## src/rtl/core/assert_macros.svh

```systemverilog
// Assertion helpers shared by the RTL.
`ifndef ASSERT_MACROS_SVH
`define ASSERT_MACROS_SVH

// Plain clocked property, masked while reset is asserted.
`define ASSERT_CLK(lbl, prop, msg) \
  lbl: assert property (@(posedge clk_i) disable iff (!rst_ni) (prop)) else $error(msg);

// Implication form: when ante holds, cons must hold in the same cycle.
`define ASSERT_IMPL(lbl, ante, cons, msg) \
  `ASSERT_CLK(lbl, (ante) |-> (cons), msg)

// Implication form: when ante holds, cons must hold in the next cycle.
`define ASSERT_NEXT(lbl, ante, cons, msg) \
  `ASSERT_CLK(lbl, (ante) |=> (cons), msg)

`endif

```

## src/rtl/core/s5hp_pkg.sv

```systemverilog
`default_nettype none
package s5hp_pkg;

  // protocol constants
  localparam logic [7:0] SOCKS_VER     = 8'd5;
  localparam logic [7:0] CMD_CONNECT   = 8'd1;
  localparam logic [7:0] ATYP_V4       = 8'd1;
  localparam logic [7:0] ATYP_DOMAIN   = 8'd3;
  localparam logic [7:0] ATYP_V6       = 8'd4;
  localparam int         LEN_V4        = 4 + 4 + 2;
  localparam int         LEN_V6        = 4 + 16 + 2;
  localparam int         REPLY_V4      = 10;
  localparam int         REPLY_V6      = 22;
  localparam int         REPLY_GREET   = 2;
  localparam logic [8:0] CNT_MAX       = 9'd511;

  // result kinds
  localparam logic [1:0] KIND_DEST     = 2'd0;
  localparam logic [1:0] KIND_REPLY    = 2'd1;
  localparam logic [1:0] KIND_STATUS   = 2'd2;
  localparam logic [1:0] KIND_FWD      = 2'd3;

  // status codes
  localparam logic [2:0] ST_OK         = 3'd0;
  localparam logic [2:0] ST_INCOMPLETE = 3'd1;
  localparam logic [2:0] ST_NO_AUTH    = 3'd2;
  localparam logic [2:0] ST_BAD_CMD    = 3'd3;
  localparam logic [2:0] ST_BAD_ATYP   = 3'd4;
  localparam logic [2:0] ST_BAD_VER    = 3'd5;

  // reported address kinds
  localparam logic [1:0] AT_V4         = 2'd0;
  localparam logic [1:0] AT_DOMAIN     = 2'd1;
  localparam logic [1:0] AT_V6         = 2'd2;

  // reply address type bytes
  localparam logic [7:0] RTYPE_V4      = 8'd1;
  localparam logic [7:0] RTYPE_V6      = 8'd4;

  localparam int QUEUE_DEPTH = 4;

  typedef enum logic [1:0] {
    PH_GREET,
    PH_REQ,
    PH_FWD,
    PH_ERR
  } phase_e;

  typedef enum logic [1:0] {
    JOB_NONE,
    JOB_ERR,
    JOB_GREET_OK,
    JOB_REQ_OK
  } job_st_e;

  // one queued word of work for the back end
  typedef struct packed {
    logic        item0;   // leading dest or forwarded byte present
    logic        fwd;     // leading byte is forwarded payload
    logic [7:0]  data;
    job_st_e     st;
    logic [2:0]  code;
    logic [1:0]  at;
    logic [15:0] port;
    logic        v6;
  } job_t;

  typedef struct packed {
    phase_e phase;
    logic   push;
  } front_stat_t;

endpackage
`default_nettype wire

```

## src/rtl/core/s5hp_front.sv

```systemverilog
`default_nettype none
module s5hp_front (
  input  wire logic              clk_i,
  input  wire logic              rst_ni,
  input  wire logic              in_valid_i,
  output logic                   in_stall_o,
  input  wire logic [7:0]        in_byte_i,
  input  wire logic              end_of_message_i,
  input  wire logic              q_full_i,
  output logic                   push_o,
  output s5hp_pkg::job_t         job_o,
  output s5hp_pkg::front_stat_t  stat_o
);

  s5hp_pkg::phase_e phase_q, phase_d;
  logic [8:0]  cnt_q, cnt_d;
  logic [7:0]  mc_q, mc_d;
  logic        noauth_q, noauth_d;
  logic        vbad_q, vbad_d;
  logic        cbad_q, cbad_d;
  logic [7:0]  rat_q, rat_d;
  logic [7:0]  dl_q, dl_d;
  logic [15:0] port_q, port_d;

  logic        accept;
  logic [8:0]  idx;
  logic [9:0]  len;
  logic [8:0]  dend;
  logic        known;
  logic        dest;
  logic [2:0]  code;
  logic        want_push;
  s5hp_pkg::job_t job;

  assign accept     = in_valid_i && !q_full_i;
  assign in_stall_o = q_full_i;
  assign idx        = cnt_q;
  assign len        = {1'b0, idx} + 10'd1;

  // next phase
  always_comb begin
    phase_d = phase_q;
    case (phase_q)
      s5hp_pkg::PH_GREET, s5hp_pkg::PH_REQ: begin
        if (end_of_message_i) begin
          if (code != s5hp_pkg::ST_OK) begin
            phase_d = s5hp_pkg::PH_ERR;
          end else if (phase_q == s5hp_pkg::PH_GREET) begin
            phase_d = s5hp_pkg::PH_REQ;
          end else begin
            phase_d = s5hp_pkg::PH_FWD;
          end
        end
      end
      default: phase_d = phase_q;
    endcase
  end

  // per-byte parse and job build
  always_comb begin
    cnt_d     = (idx != s5hp_pkg::CNT_MAX) ? idx + 9'd1 : idx;
    mc_d      = mc_q;
    noauth_d  = noauth_q;
    vbad_d    = vbad_q;
    cbad_d    = cbad_q;
    rat_d     = rat_q;
    dl_d      = dl_q;
    port_d    = port_q;
    dend      = '0;
    known     = 1'b0;
    dest      = 1'b0;
    code      = s5hp_pkg::ST_OK;
    want_push = 1'b0;
    job       = '0;
    job.st    = s5hp_pkg::JOB_NONE;
    case (phase_q)
      s5hp_pkg::PH_FWD: begin
        job.item0 = 1'b1;
        job.fwd   = 1'b1;
        job.data  = in_byte_i;
        want_push = 1'b1;
      end
      s5hp_pkg::PH_GREET: begin
        if (idx == 9'd0) begin
          vbad_d = (in_byte_i != s5hp_pkg::SOCKS_VER);
        end else if (idx == 9'd1) begin
          mc_d = in_byte_i;
        end else if ((idx - 9'd2) < {1'b0, mc_q} && in_byte_i == 8'd0) begin
          noauth_d = 1'b1;
        end
        if (len <= 10'd2) begin
          code = s5hp_pkg::ST_INCOMPLETE;
        end else if (vbad_d) begin
          code = s5hp_pkg::ST_BAD_VER;
        end else if (len != 10'd2 + {2'b0, mc_d}) begin
          code = s5hp_pkg::ST_INCOMPLETE;
        end else if (!noauth_d) begin
          code = s5hp_pkg::ST_NO_AUTH;
        end
        if (end_of_message_i) begin
          want_push = 1'b1;
          job.code  = code;
          job.st    = (code != s5hp_pkg::ST_OK) ? s5hp_pkg::JOB_ERR : s5hp_pkg::JOB_GREET_OK;
        end
      end
      s5hp_pkg::PH_REQ: begin
        if (idx == 9'd0) begin
          vbad_d = (in_byte_i != s5hp_pkg::SOCKS_VER);
        end else if (idx == 9'd1) begin
          cbad_d = (in_byte_i != s5hp_pkg::CMD_CONNECT);
        end else if (idx == 9'd3) begin
          rat_d = in_byte_i;
        end else if (idx >= 9'd4) begin
          known = 1'b1;
          if (rat_q == s5hp_pkg::ATYP_V4) begin
            dend = 9'd8;
          end else if (rat_q == s5hp_pkg::ATYP_V6) begin
            dend = 9'd20;
          end else if (rat_q == s5hp_pkg::ATYP_DOMAIN) begin
            if (idx == 9'd4) dl_d = in_byte_i;
            dend = 9'd5 + {1'b0, dl_d};
          end else begin
            known = 1'b0;
          end
          if (known) begin
            dest = (rat_q == s5hp_pkg::ATYP_DOMAIN) ? (idx >= 9'd5 && idx < dend)
                                                     : (idx < dend);
            if (!dest && idx >= dend) port_d = {port_q[7:0], in_byte_i};
          end
        end
        if (dest) begin
          job.item0 = 1'b1;
          job.data  = in_byte_i;
          want_push = 1'b1;
        end
        if (len < 10'd10) begin
          code = s5hp_pkg::ST_INCOMPLETE;
        end else if (vbad_d) begin
          code = s5hp_pkg::ST_BAD_VER;
        end else if (cbad_d) begin
          code = s5hp_pkg::ST_BAD_CMD;
        end else if (rat_d == s5hp_pkg::ATYP_V4) begin
          if (len != 10'(s5hp_pkg::LEN_V4)) code = s5hp_pkg::ST_INCOMPLETE;
        end else if (rat_d == s5hp_pkg::ATYP_DOMAIN) begin
          job.at = s5hp_pkg::AT_DOMAIN;
          if (len != 10'd7 + {2'b0, dl_d}) code = s5hp_pkg::ST_INCOMPLETE;
        end else if (rat_d == s5hp_pkg::ATYP_V6) begin
          job.at = s5hp_pkg::AT_V6;
          job.v6 = 1'b1;
          if (len != 10'(s5hp_pkg::LEN_V6)) code = s5hp_pkg::ST_INCOMPLETE;
        end else begin
          code = s5hp_pkg::ST_BAD_ATYP;
        end
        if (end_of_message_i) begin
          want_push = 1'b1;
          job.code  = code;
          if (code != s5hp_pkg::ST_OK) begin
            job.st   = s5hp_pkg::JOB_ERR;
            job.at   = s5hp_pkg::AT_V4;
            job.v6   = 1'b0;
          end else begin
            job.st   = s5hp_pkg::JOB_REQ_OK;
            job.port = port_d;
          end
        end else begin
          job.at = s5hp_pkg::AT_V4;
          job.v6 = 1'b0;
        end
      end
      default: begin
        want_push = 1'b0;
      end
    endcase
    // a message that completes with status OK clears the per-message state
    if ((phase_q == s5hp_pkg::PH_GREET || phase_q == s5hp_pkg::PH_REQ) &&
        end_of_message_i && code == s5hp_pkg::ST_OK) begin
      cnt_d    = '0;
      mc_d     = '0;
      noauth_d = 1'b0;
      vbad_d   = 1'b0;
      cbad_d   = 1'b0;
      rat_d    = '0;
      dl_d     = '0;
      port_d   = '0;
    end
  end

  assign push_o       = accept && want_push;
  assign job_o        = job;
  assign stat_o.phase = phase_q;
  assign stat_o.push  = push_o;

  always_ff @(posedge clk_i or negedge rst_ni) begin
    if (!rst_ni) begin
      phase_q  <= s5hp_pkg::PH_GREET;
      cnt_q    <= '0;
      mc_q     <= '0;
      noauth_q <= 1'b0;
      vbad_q   <= 1'b0;
      cbad_q   <= 1'b0;
      rat_q    <= '0;
      dl_q     <= '0;
      port_q   <= '0;
    end else if (accept) begin
      phase_q  <= phase_d;
      cnt_q    <= cnt_d;
      mc_q     <= mc_d;
      noauth_q <= noauth_d;
      vbad_q   <= vbad_d;
      cbad_q   <= cbad_d;
      rat_q    <= rat_d;
      dl_q     <= dl_d;
      port_q   <= port_d;
    end
  end

endmodule
`default_nettype wire

```

## src/rtl/core/s5hp_fifo.sv

```systemverilog
`default_nettype none
module s5hp_fifo #(
  parameter int DEPTH = s5hp_pkg::QUEUE_DEPTH
) (
  input  wire logic            clk_i,
  input  wire logic            rst_ni,
  input  wire logic            push_i,
  input  wire s5hp_pkg::job_t  wdata_i,
  output logic                 full_o,
  input  wire logic            pop_i,
  output logic                 vld_o,
  output s5hp_pkg::job_t       rdata_o
);

  localparam int AW = (DEPTH > 1) ? $clog2(DEPTH) : 1;
  localparam int CW = $clog2(DEPTH + 1);
  localparam logic [AW-1:0] LAST = AW'(DEPTH - 1);
  localparam logic [CW-1:0] FULL = CW'(DEPTH);

  s5hp_pkg::job_t mem_q [DEPTH];
  logic [AW-1:0] wp_q, rp_q;
  logic [CW-1:0] cnt_q;
  logic          do_push, do_pop;

  assign full_o  = (cnt_q == FULL);
  assign vld_o   = (cnt_q != '0);
  assign rdata_o = mem_q[rp_q];
  assign do_push = push_i && !full_o;
  assign do_pop  = pop_i && vld_o;

  always_ff @(posedge clk_i) begin
    if (do_push) mem_q[wp_q] <= wdata_i;
  end

  always_ff @(posedge clk_i or negedge rst_ni) begin
    if (!rst_ni) begin
      wp_q  <= '0;
      rp_q  <= '0;
      cnt_q <= '0;
    end else begin
      if (do_push) wp_q <= (wp_q == LAST) ? '0 : wp_q + AW'(1);
      if (do_pop)  rp_q <= (rp_q == LAST) ? '0 : rp_q + AW'(1);
      if (do_push && !do_pop)      cnt_q <= cnt_q + CW'(1);
      else if (do_pop && !do_push) cnt_q <= cnt_q - CW'(1);
    end
  end

endmodule
`default_nettype wire

```

## src/rtl/core/s5hp_back.sv

```systemverilog
`default_nettype none
module s5hp_back (
  input  wire logic            clk_i,
  input  wire logic            rst_ni,
  input  wire logic            head_vld_i,
  input  wire s5hp_pkg::job_t  head_i,
  output logic                 pop_o,
  output logic                 out_valid_o,
  input  wire logic            out_stall_i,
  output logic [1:0]           res_kind_o,
  output logic [7:0]           res_byte_o,
  output logic [2:0]           status_code_o,
  output logic [1:0]           addr_type_o,
  output logic [15:0]          dest_port_o,
  output logic                 last_result_o
);

  localparam logic [4:0] P_LAST_ERR   = 5'd1;
  localparam logic [4:0] P_LAST_GREET = 5'(1 + s5hp_pkg::REPLY_GREET);
  localparam logic [4:0] P_LAST_V4    = 5'(1 + s5hp_pkg::REPLY_V4);
  localparam logic [4:0] P_LAST_V6    = 5'(1 + s5hp_pkg::REPLY_V6);

  // p: 0 leading byte, 1 status, 2.. reply bytes
  logic [4:0] p_q, p_d, p, last_p, r;
  logic       started_q, started_d;
  logic       load, is_last;
  logic       vld_q, vld_d;
  logic [1:0]  kind_d;
  logic [7:0]  byte_d;
  logic [2:0]  code_d;
  logic [1:0]  at_d;
  logic [15:0] port_d;
  logic [1:0]  kind_q;
  logic [7:0]  byte_q;
  logic [2:0]  code_q;
  logic [1:0]  at_q;
  logic [15:0] port_q;
  logic        last_q;

  assign p = started_q ? p_q : (head_i.item0 ? 5'd0 : 5'd1);
  assign r = p - 5'd2;

  always_comb begin
    case (head_i.st)
      s5hp_pkg::JOB_NONE:     last_p = 5'd0;
      s5hp_pkg::JOB_ERR:      last_p = P_LAST_ERR;
      s5hp_pkg::JOB_GREET_OK: last_p = P_LAST_GREET;
      s5hp_pkg::JOB_REQ_OK:   last_p = head_i.v6 ? P_LAST_V6 : P_LAST_V4;
      default:                last_p = 5'd0;
    endcase
  end

  assign is_last = (p == last_p);
  assign load    = head_vld_i && (!vld_q || !out_stall_i);
  assign pop_o   = load && is_last;

  // item at the current step
  always_comb begin
    kind_d = s5hp_pkg::KIND_REPLY;
    byte_d = '0;
    code_d = s5hp_pkg::ST_OK;
    at_d   = s5hp_pkg::AT_V4;
    port_d = '0;
    if (p == 5'd0) begin
      kind_d = head_i.fwd ? s5hp_pkg::KIND_FWD : s5hp_pkg::KIND_DEST;
      byte_d = head_i.data;
    end else if (p == 5'd1) begin
      kind_d = s5hp_pkg::KIND_STATUS;
      code_d = head_i.code;
      at_d   = head_i.at;
      port_d = head_i.port;
    end else if (r == 5'd0) begin
      byte_d = s5hp_pkg::SOCKS_VER;
    end else if (r == 5'd3 && head_i.st == s5hp_pkg::JOB_REQ_OK) begin
      byte_d = head_i.v6 ? s5hp_pkg::RTYPE_V6 : s5hp_pkg::RTYPE_V4;
    end
  end

  always_comb begin
    p_d       = p_q;
    started_d = started_q;
    vld_d     = vld_q;
    if (load) begin
      vld_d     = 1'b1;
      started_d = !is_last;
      p_d       = p + 5'd1;
    end else if (!out_stall_i) begin
      vld_d = 1'b0;
    end
  end

  always_ff @(posedge clk_i or negedge rst_ni) begin
    if (!rst_ni) begin
      p_q       <= '0;
      started_q <= 1'b0;
      vld_q     <= 1'b0;
    end else begin
      p_q       <= p_d;
      started_q <= started_d;
      vld_q     <= vld_d;
    end
  end

  always_ff @(posedge clk_i) begin
    if (load) begin
      kind_q <= kind_d;
      byte_q <= byte_d;
      code_q <= code_d;
      at_q   <= at_d;
      port_q <= port_d;
      last_q <= is_last;
    end
  end

  assign out_valid_o   = vld_q;
  assign res_kind_o    = kind_q;
  assign res_byte_o    = byte_q;
  assign status_code_o = code_q;
  assign addr_type_o   = at_q;
  assign dest_port_o   = port_q;
  assign last_result_o = last_q;

endmodule
`default_nettype wire

```

## src/rtl/core/socks5_handshake_parser_unit.sv

```systemverilog
// Channel | Direction | Handshake               | Payload
// in      | input     | in_valid_i / in_stall_o  | in_byte_i, end_of_message_i
// out     | output    | out_valid_o / out_stall_i| res_kind_o, res_byte_o, status_code_o,
//         |           |                          | addr_type_o, dest_port_o, last_result_o
//
// Input: one byte per cycle while in_stall_o is low; the parser updates its counters in the accept cycle.
// Output: one result word per cycle while out_stall_i is low, from a registered output stage.
// A byte yields 0 to 23 results; the back end emits them in order, so a successful request
// (status plus 22 reply bytes) holds the head of the job queue until its last reply byte is sent.
// in_stall_o is high exactly while the job queue (QDEPTH entries) is full.
// Reset is asynchronous: greeting phase, counters cleared, queue and output emptied.
`default_nettype none
`include "assert_macros.svh"
module socks5_handshake_parser_unit #(
  parameter int QDEPTH = s5hp_pkg::QUEUE_DEPTH
) (
  input  wire logic        clk_i,
  input  wire logic        rst_ni,
  input  wire logic        in_valid_i,
  output logic             in_stall_o,
  input  wire logic [7:0]  in_byte_i,
  input  wire logic        end_of_message_i,
  output logic             out_valid_o,
  input  wire logic        out_stall_i,
  output logic [1:0]       res_kind_o,
  output logic [7:0]       res_byte_o,
  output logic [2:0]       status_code_o,
  output logic [1:0]       addr_type_o,
  output logic [15:0]      dest_port_o,
  output logic             last_result_o
);

  // front end -> queue
  logic                  push;
  logic                  q_full;
  s5hp_pkg::job_t        job_w;
  s5hp_pkg::front_stat_t fstat;

  // queue -> back end
  logic                  head_vld;
  logic                  pop;
  s5hp_pkg::job_t        head;

  // Front: per-byte parsing of greeting and request, one job word per
  // byte that produces any result.
  s5hp_front u_front (
    .clk_i            (clk_i),
    .rst_ni           (rst_ni),
    .in_valid_i       (in_valid_i),
    .in_stall_o       (in_stall_o),
    .in_byte_i        (in_byte_i),
    .end_of_message_i (end_of_message_i),
    .q_full_i         (q_full),
    .push_o           (push),
    .job_o            (job_w),
    .stat_o           (fstat)
  );

  // Short job queue decouples byte intake from reply expansion.
  s5hp_fifo #(
    .DEPTH (QDEPTH)
  ) u_fifo (
    .clk_i   (clk_i),
    .rst_ni  (rst_ni),
    .push_i  (push),
    .wdata_i (job_w),
    .full_o  (q_full),
    .pop_i   (pop),
    .vld_o   (head_vld),
    .rdata_o (head)
  );

  // Back: steps through each job's results (leading byte, status, reply).
  s5hp_back u_back (
    .clk_i         (clk_i),
    .rst_ni        (rst_ni),
    .head_vld_i    (head_vld),
    .head_i        (head),
    .pop_o         (pop),
    .out_valid_o   (out_valid_o),
    .out_stall_i   (out_stall_i),
    .res_kind_o    (res_kind_o),
    .res_byte_o    (res_byte_o),
    .status_code_o (status_code_o),
    .addr_type_o   (addr_type_o),
    .dest_port_o   (dest_port_o),
    .last_result_o (last_result_o)
  );

  // error phase is silent and sticky
  `ASSERT_IMPL(a_err_silent, fstat.phase == s5hp_pkg::PH_ERR, !fstat.push, "job pushed in error phase")
  `ASSERT_NEXT(a_err_sticky, fstat.phase == s5hp_pkg::PH_ERR, fstat.phase == s5hp_pkg::PH_ERR, "left error phase")
  // only status words carry a code
  `ASSERT_IMPL(a_code_status, out_valid_o && res_kind_o != s5hp_pkg::KIND_STATUS, status_code_o == s5hp_pkg::ST_OK, "code on non-status word")
  // a forwarded byte is always the only result of its byte
  `ASSERT_IMPL(a_fwd_last, out_valid_o && res_kind_o == s5hp_pkg::KIND_FWD, last_result_o, "forwarded word not last")

endmodule
`default_nettype wire

```

## config.mk

```make
export PLATFORM = sky130hd
export DESIGN_NAME = socks5_handshake_parser_unit
export DESIGN_NICKNAME = d
export VERILOG_FILES = /design/src/rtl/core/s5hp_pkg.sv /design/src/rtl/core/s5hp_front.sv /design/src/rtl/core/s5hp_fifo.sv /design/src/rtl/core/s5hp_back.sv /design/src/rtl/core/socks5_handshake_parser_unit.sv
export VERILOG_INCLUDE_DIRS = /design/src /design/src/rtl/core
export SDC_FILE = /design/constraint.sdc
export NUM_CORES = 1
export LEC_CHECK = 0
export BUFFER_PORTS_ARGS = -buffer_cell sky130_fd_sc_hd__buf_2
export CAP_MARGIN = 0
export CORE_MARGIN = 2
export CORE_UTILIZATION = 40
export CTS_CLUSTER_DIAMETER = 200
export DETAILED_ROUTE_END_ITERATION = 10
export GPL_ROUTABILITY_DRIVEN = 0
export MAX_ROUTING_LAYER = met4
export PLACE_DENSITY_LB_ADDON = 0.15
export SYNTH_ARGS = -nofsm -noshare
export SYNTH_HDL_FRONTEND = slang
export SYNTH_SLANG_ARGS = --single-unit
```

## constraint.sdc

```tcl
create_clock -name clk_i -period 6.9 [get_ports clk_i]
set_input_delay 1.035 -clock clk_i [delete_from_list [all_inputs] [get_ports clk_i]]
set_output_delay 1.035 -clock clk_i [all_outputs]
set_load 0.005 [all_outputs]
```

## Yosys cells after proc, flatten, opt, wreduce, memory -nomap -nowiden

Memory sizes are Yosys's and may differ from the RTL's.
Index checks and enable logic that the tools add are counted.

- Register bits: 100
- Bits in latches: 0
- Memory bits (writable): 136
- ROM bits: 0
- Input bits: 13
- Output and inout port bits: 34
- Logic and storage cells: 265
- Memories kept: 1

- $add $sub $neg: 12
- $mul: 0
- Divide/modulo/power cells: 0
- Order comparisons: 7
- Eq/ne operators: 28
- Shifts and indexed selects: 0
- Multiplexer cells: 149
- Bitwise logic cells: 1
- Reduce and logical (&&, ||, !) cells: 46

Memories:

| name | words | bits a word | rd ports | clocked after Yosys merged registers in | write ports | line | text |
|---|---|---|---|---|---|---|---|
| u_fifo.mem_q | 4 | 34 | 1 | 0 | 1 | s5hp_fifo.sv:20 | `s5hp_pkg::job_t mem_q [DEPTH];` |

Operator list:

| kind | number |
|---|---|
| 8-bit two-way mux | 35 |
| 16-bit two-way mux | 10 |
| 9-bit two-way mux | 10 |
| 1-bit two-way mux | 50 |
| 3-bit two-way mux | 14 |
| 2-bit two-way mux | 18 |
| 5-bit two-way mux | 4 |
| 10-bit inequality test | 2 |
| 5-bit case mux with 4 select lines | 1 |
| 19-bit two-way mux | 1 |
| 3-bit by 8-bit adder with 9-bit output, first input constant | 2 |
| 9-bit by 3-bit greater-or-equal comparator with 1-bit output, second input constant | 2 |
| 8-bit by 1-bit == test with 1-bit output, second input constant | 2 |
| 8-bit by 2-bit == test with 1-bit output, second input constant | 2 |
| 8-bit by 3-bit == test with 1-bit output, second input constant | 2 |
| 8-bit case mux with 2 select lines | 1 |
| 3-bit nonzero test | 5 |
| 1-bit logical AND | 14 |
| 9-bit by 1-bit adder with 10-bit output, second input constant | 1 |
| 2-bit == test, second input constant | 5 |
| 10-bit by 2-bit less-or-equal comparator with 1-bit output, second input constant | 1 |
| 5-bit logical NOT | 2 |
| 10-bit by 4-bit < comparator with 1-bit output, second input constant | 1 |
| 10-bit by 4-bit inequality test with 1-bit output, second input constant | 1 |
| other kinds (39) | 57 |

## Longest topological paths before layout

Gate-level depths: netlist (run 1).

- Depth in word-level cells: 37
- Gate-level depth with buffers: 28
- Mapped depth without buffers: 26

## Modules after synthesis

A second synthesis (run 1) with hierarchy kept.

- Cell total of the unflattened synthesis: 1010
- Area, all modules: 12603.3 µm²

Modules (own cells, without submodules):

| module | times used | cells an instance | area an instance (µm²) | sequential area each (µm²) |
|---|---|---|---|---|
| s5hp_fifo | 1 | 215 | 5418.9 | 4259.1 |
| s5hp_front | 1 | 655 | 5387.7 | 1351.3 |
| s5hp_back | 1 | 140 | 1796.7 | 1136.1 |

## Least setup slack after synthesis (run 1)

OpenSTA, ideal clock, no wires.

- Kind: reg2reg
- Start: reg u_front.cnt_q[0]
- End: mem u_fifo.mem_q[3][10] (netlist bit), enable pin
- Setup time: 0.393 ns
- Arrival time: 5.326 ns
- Data required time: 6.507 ns
- Path slack: 1.181 ns
- Cell stages (with the launch flop): 23
- Buffers on the path: 2
- Clock period less this slack: 5.719 ns
- Cells stage by stage: dfrtp_1 -> clkbuf_1 -> inv_1 -> ha_1 -> nand4_1 -> clkbuf_1 -> mux2i_1 -> inv_1 -> ha_1 -> nand2b_1 -> a21oi_1 -> o21ai_0 -> ha_1 -> o21a_1 -> o21a_1 -> o21a_1 -> o21a_1 -> o21ai_0 -> a21oi_1 -> nor4_1 -> nor2_1 -> a211oi_1 -> and2_1

- Word-level cells in the longest chain between the ends: 35
- Elaborated cells on any way between the ends: 40
- Those cells by class: 1 x add/sub; 3 x order compare; 3 x eq/ne; 29 x mux; 4 x reduce/logical

Ends and longest elaborated chain:

| what | line | text |
|---|---|---|
| start, declared | s5hp_front.sv:16 | `logic [8:0] cnt_q, cnt_d;` |
| start signal, assigned | s5hp_front.sv:206 | `cnt_q <= cnt_d;` |
| 9-bit by 3-bit == test with 1-bit output | s5hp_front.sv:120 | `if (idx == 9'd4) dl_d = in_byte_i;` |
| 8-bit two-way mux | s5hp_front.sv:120 |  |
| 8-bit two-way mux | s5hp_front.sv:119 | `end else if (rat_q == s5hp_pkg::ATYP_DOMAIN) begin` |
| 8-bit two-way mux | s5hp_front.sv:117 | `end else if (rat_q == s5hp_pkg::ATYP_V6) begin` |
| 8-bit two-way mux | s5hp_front.sv:115 | `if (rat_q == s5hp_pkg::ATYP_V4) begin` |
| 8-bit two-way mux | s5hp_front.sv:113 | `end else if (idx >= 9'd4) begin` |
| 8-bit two-way mux | s5hp_front.sv:111 | `end else if (idx == 9'd3) begin` |
| 8-bit two-way mux | s5hp_front.sv:109 | `end else if (idx == 9'd1) begin` |
| [20 not listed] | - |  |
| 1-bit two-way mux * | s5hp_front.sv:131 | `if (dest) begin` |
| 1-bit two-way mux * | s5hp_front.sv:154 | `if (end_of_message_i) begin` |
| 1-bit case mux with 3 select lines * | s5hp_front.sv:76 | `case (phase_q)` |
| 1-bit logical AND * | s5hp_front.sv:188 | `assign push_o = accept && want_push;` |
| 1-bit logical AND * | s5hp_fifo.sv:28 | `assign do_push = push_i && !full_o;` |
| named net u_fifo.do_push | s5hp_fifo.sv:23 | `logic do_push, do_pop;` |
| 1-bit two-way mux * | s5hp_fifo.sv:32 | `if (do_push) mem_q[wp_q] <= wdata_i;` |
| 1-bit two-way mux (not written as such) * | s5hp_fifo.sv:32 |  |
| end, declared | s5hp_fifo.sv:20 |  |

The timed path passes the listed nets; every way through them passes the cells marked *. The select of a mux whose other input is x is not followed.

==> results of run 1 <==
==> state kept, by name, summed over array words and instances, names as in the netlist <==
name and cells:
u_back.addr_type_o 2, u_back.dest_port_o 16, u_back.last_result_o 1, u_back.out_valid_o 1, u_back.p_q 5, u_back.res_byte_o 8
u_back.res_kind_o 2, u_back.started_q 1, u_back.status_code_o 3, u_fifo.cnt_q 3, u_fifo.mem_q 132, u_fifo.rp_q 2
u_fifo.wp_q 2, u_front.cbad_q 1, u_front.cnt_q 9, u_front.dl_q 8, u_front.mc_q 8, u_front.noauth_q 1
u_front.phase_q 2, u_front.port_q 16, u_front.rat_q 8, u_front.vbad_q 1
==> logic make-up after synthesis <==
logic type | synth area share [%]
buffers and inverters | 2.968
flip-flops | 54.21
multiplexers | 10.39
XOR/XNOR | 3.204
adder cells (fa/ha/maj) | 4.360
AO/OA/AOI/OAI | 10.44
AND/OR/NAND/NOR | 14.43
==> critical path, cell delays in order, from the launching register on <==
cell       delay (ns)
dfrtp_1          0.50
inv_1            0.24
ha_1             0.27
and4_1           0.45
nand2_1          0.42
mux2i_1          0.27
ha_1             0.28
nor2b_1          0.16
mux2_1           0.38
or4b_1           0.55
o211ai_2         0.09
nand4_2          0.16
nor3_1           0.23
o311a_1          0.28
o2111ai_2        0.50
nor3_1           0.58
==> power breakdown <==
| group | switching (uW) | leakage [uW] | internal [uW] | total, uW |
|---|---|---|---|---|
| logic | 1300 | 0.00250 | 941 | 2240 |
| registers | 198 | 0.00246 | 1770 | 1970 |
| clock network | 551 | 0.000388 | 768 | 1320 |
| total | 2050 | 0.00534 | 3480 | 5530 |
==> synth_stat cells (all sizes together), types with 33 or more instances <==
master    n  area (um^2)
mux2i    38        380.4
nand3    37        185.2
clkbuf   33        123.9
nand2    75        281.5
edfxtp  164         4925
a22o     34        297.8
nor3     36        227.7
dfrtp    68         1702
ha       41        513.0
o21ai    34        177.7
mux4     33        743.2
nor2     67        259.0
==> per-layer routing <==
layer,vias to the layer above,part of all wire (%),GRT usage (%)
met5,-,0,-
met4,0,3.0,5.420
met3,48,4.4,2.311
met2,205,46,30.14
met1,3987,47,27.19
li1,3814,-,-
==> metrics by stage <==
step / hold slack [ns] / utilization [%] / area [um^2] / cells
after floorplan: 0.4560 / - / 12220 / 991
after global placement: 0.4783 / 42.43 / 12880 / 1399
after detailed placement: 0.4812 / 42.43 / 12880 / 1399
after CTS: 0.2853 / 45.10 / 13690 / 1446
after global routing: 0.2946 / 45.10 / 13690 / 1446
final: 0.3047 / 45.10 / 13690 / 1446
==> worst max path at each step <==
stage / depth (start not counted) / slack, ns / end / startpoint
after floorplan: 22 / 1.18 / u_fifo.mem_q[3][10] / u_front.cnt_q[0]
after global placement: 15 / 1.32 / u_fifo.mem_q[0][17] / u_front.cnt_q[0]
after detailed placement: 15 / 1.20 / u_fifo.mem_q[1][17] / u_front.cnt_q[0]
after CTS: 15 / 1.17 / u_fifo.mem_q[1][17] / u_front.cnt_q[0]
after global routing: 17 / 0.73 / u_fifo.mem_q[1][17] / u_front.cnt_q[0]
final: 15 / 1.24 / u_fifo.mem_q[1][17] / u_front.cnt_q[0]
==> final cells by class <==
cell class | count | share of cell area (%)
clock buffer | 33 | 4.946
clock inverter | 14 | 0.9781
inverter | 32 | 0.8776
multi-input combinational | 674 | 38.43
sequential | 232 | 48.42
tap | 396 | 3.620
timing repair buffer | 65 | 2.724
==> implementation parameters, run 1 <==
Parameter                              Value

Status
  Result of the run    finished, final reports clean

Critical path
  Reg2Reg Depth    15
  Critical path class    register to register
  Required time at the endpoint of the critical path    7.16 ns
  Reg-to-Reg End    u_fifo.mem_q[1][17]
  Register-to-Register Setup Slack    1.24 ns
  Highest net fanout along the worst path    19
  Type of element capturing the critical path    register
  Crit path launch type    register
  Data arrival time of the critical path    5.92 ns
  Worst R2R Start    u_front.cnt_q[0]

Route
  Violation count after the first detailed-route iteration    568
  Detail Route Antenna Nets    0
  Vias per std cell    5.570
  Count of unresolved DRC violations after routing    0
  DRT Pass-1 Iters    5
  Total routed wirelength    29290 um
  Vias post-DR    8054
  Routed wire per std cell    20.26 um

Flow run
  Max-cap violations    0

Pwr
  Power after layout    5532 uW
  Worst IR drop on VDD    0.2099 mV
  Pwr Density    404.2 nW/um^2
  LEAKAGE    0.005343 uW

STA
  Setup-violating endpoint count in the final report    0
  Setup Skew    0.01595 ns
  Max_slew headroom    35.58%
  Slew at the pin with the worst max-slew slack    0.9610 ns
  Final max-slew violation count    0
  Final Worst Setup Slack    1.240 ns
  Number of hold-slack violations in the final timing report    0
  RSZ-0062 raised after global routing    no
  Peak Freq    0.1767 GHz
  Setup_tns    0 ns
  Final worst path period share    82.02%
  Minimum clock period    5.660 ns

Synthesis
  Async set or reset register ratio after synthesis    29.31%
  Mapped Area    12220 um^2
  Dominant synthesized flop cell    edfxtp_1
  Mapped Cells    991
  Share of the yosys chip area belonging to registers    54.21%
  Synthesized netlist net count    1046
  Count of distinct cell types in the synthesized netlist    79
  Number of synthesis warnings    0
  Flip-flop and latch count after synthesis    232
  Avg Synthesized Cell Area    12.34 um^2
  Post-synth EDFFs    164

Global routing
  Initial antenna violation count    0
  Wire length of the first global-routing pass    46530 um
  Grt ovf    0
  Maximum number of pins on one net before global-route repair    65
  Global routing usage summed across all routing layers    19.46%
  Vias in the first global route    7990

Clock tree
  Clock slew seen by the registers of the worst setup and hold paths    0.06 ns
  Number of hold-repair buffers added at the cts stage    0
  Clock H-tree levels    1
  Clock Tree Root    clkbuf_16
  Clock net sink count    232
  TritonCTS clock tree    yes
  CTS max path bufs    3
  Clock latency of the later-clocked register in the worst-skew pair    0.54 ns
  Number of clock buffers inserted by TritonCTS    26
  Number of post-CTS setup repair buffers    0
  Number of cells upsized or downsized after cts    0

Layout
  Area overhead of the layout relative to synthesis    11.97%
  Most common cell after layout, fill and taps aside    edfxtp_1
  Filler Cell Count    2808
  Area taken by flip-flops and latches    6628 um^2
  Multi-input gate area in the final layout    5260 um^2
  Fin nets    1086
  Fraction of final layout cells sized beyond drive strength 1    16.86%
  Commonest cells after routing, fill and taps aside    164 x edfxtp_1, 75 x nand2_1, 67 x dfrtp_1, 64 x nor2_1, 46 x buf_2
  Antenna diode instance count    0

Place
  HPWL Detailed    19950 um
  IO Port Bufs    46
  Dpl ws    1.204 ns

Floorplanning
  Initial core utilization    40.28%
  I/O pin cnt    47
  Width of the die    178.8 um
  FP Rows    64
  Height of the chip    178.8 um
  Core ar.    30350 um^2
  Die area    31970 um^2

Min path
  Worst hold path class    primary input to asynchronous set/reset pin
(Power assumes the default switching activity.)
==> inputs of run 2 (changes only) <==
==> constraint.sdc (replaced) <==
create_clock -name clk_i -period 5.5 [get_ports clk_i]
set_input_delay 0.825 -clock clk_i [delete_from_list [all_inputs] [get_ports clk_i]]
set_output_delay 0.825 -clock clk_i [all_outputs]
set_load 0.005 [all_outputs]
==> implementation parameters, run 2 (synthesis results as in run 1) <==
Parameter                              Value

Status
  Result of the run    finished, final reports clean

Floorplanning
  Die area    31970 um^2 (unchanged)
  I/O pin cnt    47 (unchanged)
  Core ar.    30350 um^2 (unchanged)
  Initial core utilization    40.28% (unchanged)
  Height of the chip    178.8 um (unchanged)
  FP Rows    64 (unchanged)
  Width of the die    178.8 um (unchanged)

Critical path
  Data arrival time of the critical path    5.52 ns (-0.40 ns)
  Critical path class    register to register
  Type of element capturing the critical path    register
  Number of stages on the worst setup path    25 (+10)
  Dominant cell type by count on the critical path    o21a_1
  Register-to-Register Setup Slack    0.44 ns (-0.81 ns)
  Crit path launch type    register
  Worst path top cell family by delay    compound AO/OA/AOI/OAI gates
  Reg2Reg Depth    25 (+10)
  Highest net fanout along the worst path    4 (-15)
  Cell with the biggest individual delay on the critical path    dfrtp_1
  Required time at the endpoint of the critical path    5.96 ns (-1.20 ns)
  Critical path's largest stage delay    0.38 ns (-0.20 ns)
  Count of buffering cells on the critical path with inverters included    3 (+2)

Pwr
  Share of power burned in the clock network    24.0% (+0.2 points)
  Pwr Density    508.1 nW/um^2 (+26%)
  Worst IR drop on VDD    0.2654 mV (+26%)
  Net Sw Power    2626 uW (+28%)
  LEAKAGE    0.005475 uW (+2.5%)
  Switching fraction of total power    37.02% (about the same)
  Seq pwr share    34.6% (-1.1 points)
  Power share of the combinational group    41.4% (+0.9 points)
  Power after layout    7094 uW (+28%)
  Internal Pwr Total    4467 uW (+28%)

Global routing
  Global-route track usage on met2    31.60% (+1.5 points)
  Met3 track utilization from global routing    2.926% (+0.61 points)
  Wire length of the first global-routing pass    47330 um (+1.7%)
  Vias in the first global route    8183 (+2.4%)
  Maximum number of pins on one net before global-route repair    59 (-9.2%)
  Grt ovf    0 (unchanged)
  Top Usage Layer GRT    met2
  Met1 Use GR    26.36% (-0.83 points)
  Initial antenna violation count    1 (+1)
  Global routing usage summed across all routing layers    19.89% (+0.43 points)

STA
  Final max-slew violation count    0 (unchanged)
  Slew at the pin with the worst max-slew slack    0.9896 ns (+0.02858 ns)
  RSZ-0062 raised after global routing    no
  Number of hold-slack violations in the final timing report    0 (unchanged)
  Setup_tns    0 ns (unchanged)
  Max_slew headroom    33.67% (-1.9 points)
  Minimum clock period    5.065 ns (-0.5947 ns)
  Setup Skew    0.01192 ns (-0.004025 ns)
  Peak Freq    0.1974 GHz (+12%)
  Final worst path period share    92.09% (+10 points)
  Setup-violating endpoint count in the final report    0 (unchanged)

Route
  Routed wire per std cell    20.39 um (+0.67%)
  Detail Route Antenna Nets    0 (unchanged)
  Vias post-DR    8108 (+0.67%)
  Violation count after the first detailed-route iteration    683 (+20%)
  Total routed wirelength    29920 um (+2.1%)
  Count of unresolved DRC violations after routing    0 (unchanged)
  Vias per std cell    5.527 (-0.77%)
  DRT Pass-1 Iters    6 (+1)

Layout
  Fin nets    1105 (+1.7%)
  Most common cell after layout, fill and taps aside    edfxtp_1
  Commonest cells after routing, fill and taps aside    164 x edfxtp_1, 75 x nand2_1, 67 x dfrtp_1, 64 x nor2_1, 46 x buf_2
  Fraction of final layout cells sized beyond drive strength 1    19.53% (+2.7 points)
  Fraction of the core area covered by cells at the end of the flow    46.00% (+0.90 points)
  Area overhead of the layout relative to synthesis    14.21%
  Flip-flop count of the largest register, all copies and words added    132 (unchanged)
  Top register by number of flip-flops    u_fifo.mem_q

Clock tree
  Clock slew seen by the registers of the worst setup and hold paths    0.06 ns (about the same)
  CTS max path bufs    3 (unchanged)
  Clock Tree Root    clkbuf_16
  Clock net sink count    232 (unchanged)
  Number of clock buffers inserted by TritonCTS    26 (unchanged)
  Clock latency of the later-clocked register in the worst-skew pair    0.54 ns (about the same)
  TritonCTS clock tree    yes
  Clock H-tree levels    1 (unchanged)

Flow run
  Max-cap violations    0 (unchanged)

Place
  HPWL Detailed    20670 um (+3.6%)
  IO Port Bufs    46 (unchanged)

Min path
  Worst hold path class    primary input to asynchronous set/reset pin
run 2: cell count changes in the layout (fill, tap and decap cells not counted), sizes merged:
cell and change:
buf +19, clkbuf +3, clkinv -2, bufinv -1
diode +1, inv +1
run 2: layout make-up:
cell class / count / area, um^2
Antenna cell: 1 / 2.502
Clock buffer: 36 / 728.2
Clock inverter: 12 / 118.9
Fill cell: 2786 / 16390
Inverter: 32 / 120.1
Multi-Input combinational cell: 674 / 5290
Sequential cell: 232 / 6628
Tap cell: 396 / 495.5
Timing Repair Buffer: 84 / 578.1
run 2: metal layers:
metal,wire [um],part of all wire (%),vias up
li1,-,-,3844
met1,13540,45,4013
met2,14100,47,184
met3,1248,4.2,67
met4,1024,3.4,0
met5,0,0,-
run 2: stage by stage:
step                      setup WS [ns]  instances  instance area, um^2  hold WS, ns
final                            0.4351       1467                13960       0.1744
after global routing            0.02896       1467                13960       0.1775
after CTS                        0.1040       1465                13930       0.1627
after detailed placement         0.1510       1417                13080       0.4816
after global placement           0.3407       1417                13080       0.4777
after floorplan                 0.09013        991                12230       0.4560
run 2: timing repair:
action / in CTS / in global routing
setup endpoints to repair: 0 / 121
gates resized for setup: 0 / 3
hold endpoints to repair: 0 / 0
setup buffers: 0 / 1
hold buffers: 0 / 0
run 2: worst paths after layout:
kind	startpoint	to
max	u_front.cnt_q[3]	u_fifo.cnt_q[2]
min	rst_ni	u_back.out_valid_o
max reg2reg	u_front.cnt_q[3]	u_fifo.cnt_q[2]
min reg2reg	u_fifo.cnt_q[2]	u_fifo.cnt_q[2]
max in group asynchronous	rst_ni	u_front.port_q[11]
min in group clk_i	u_fifo.cnt_q[2]	u_fifo.cnt_q[2]
run 2: power groups by stage:
stage	clock network, uW	logic [uW]	registers [uW]
after floorplan	0	2140	2410
after global placement	0	2900	2490
after detailed placement	0	2920	2490
after CTS	1740	2940	2460
after global routing	1810	3260	2500
final	1700	2940	2450
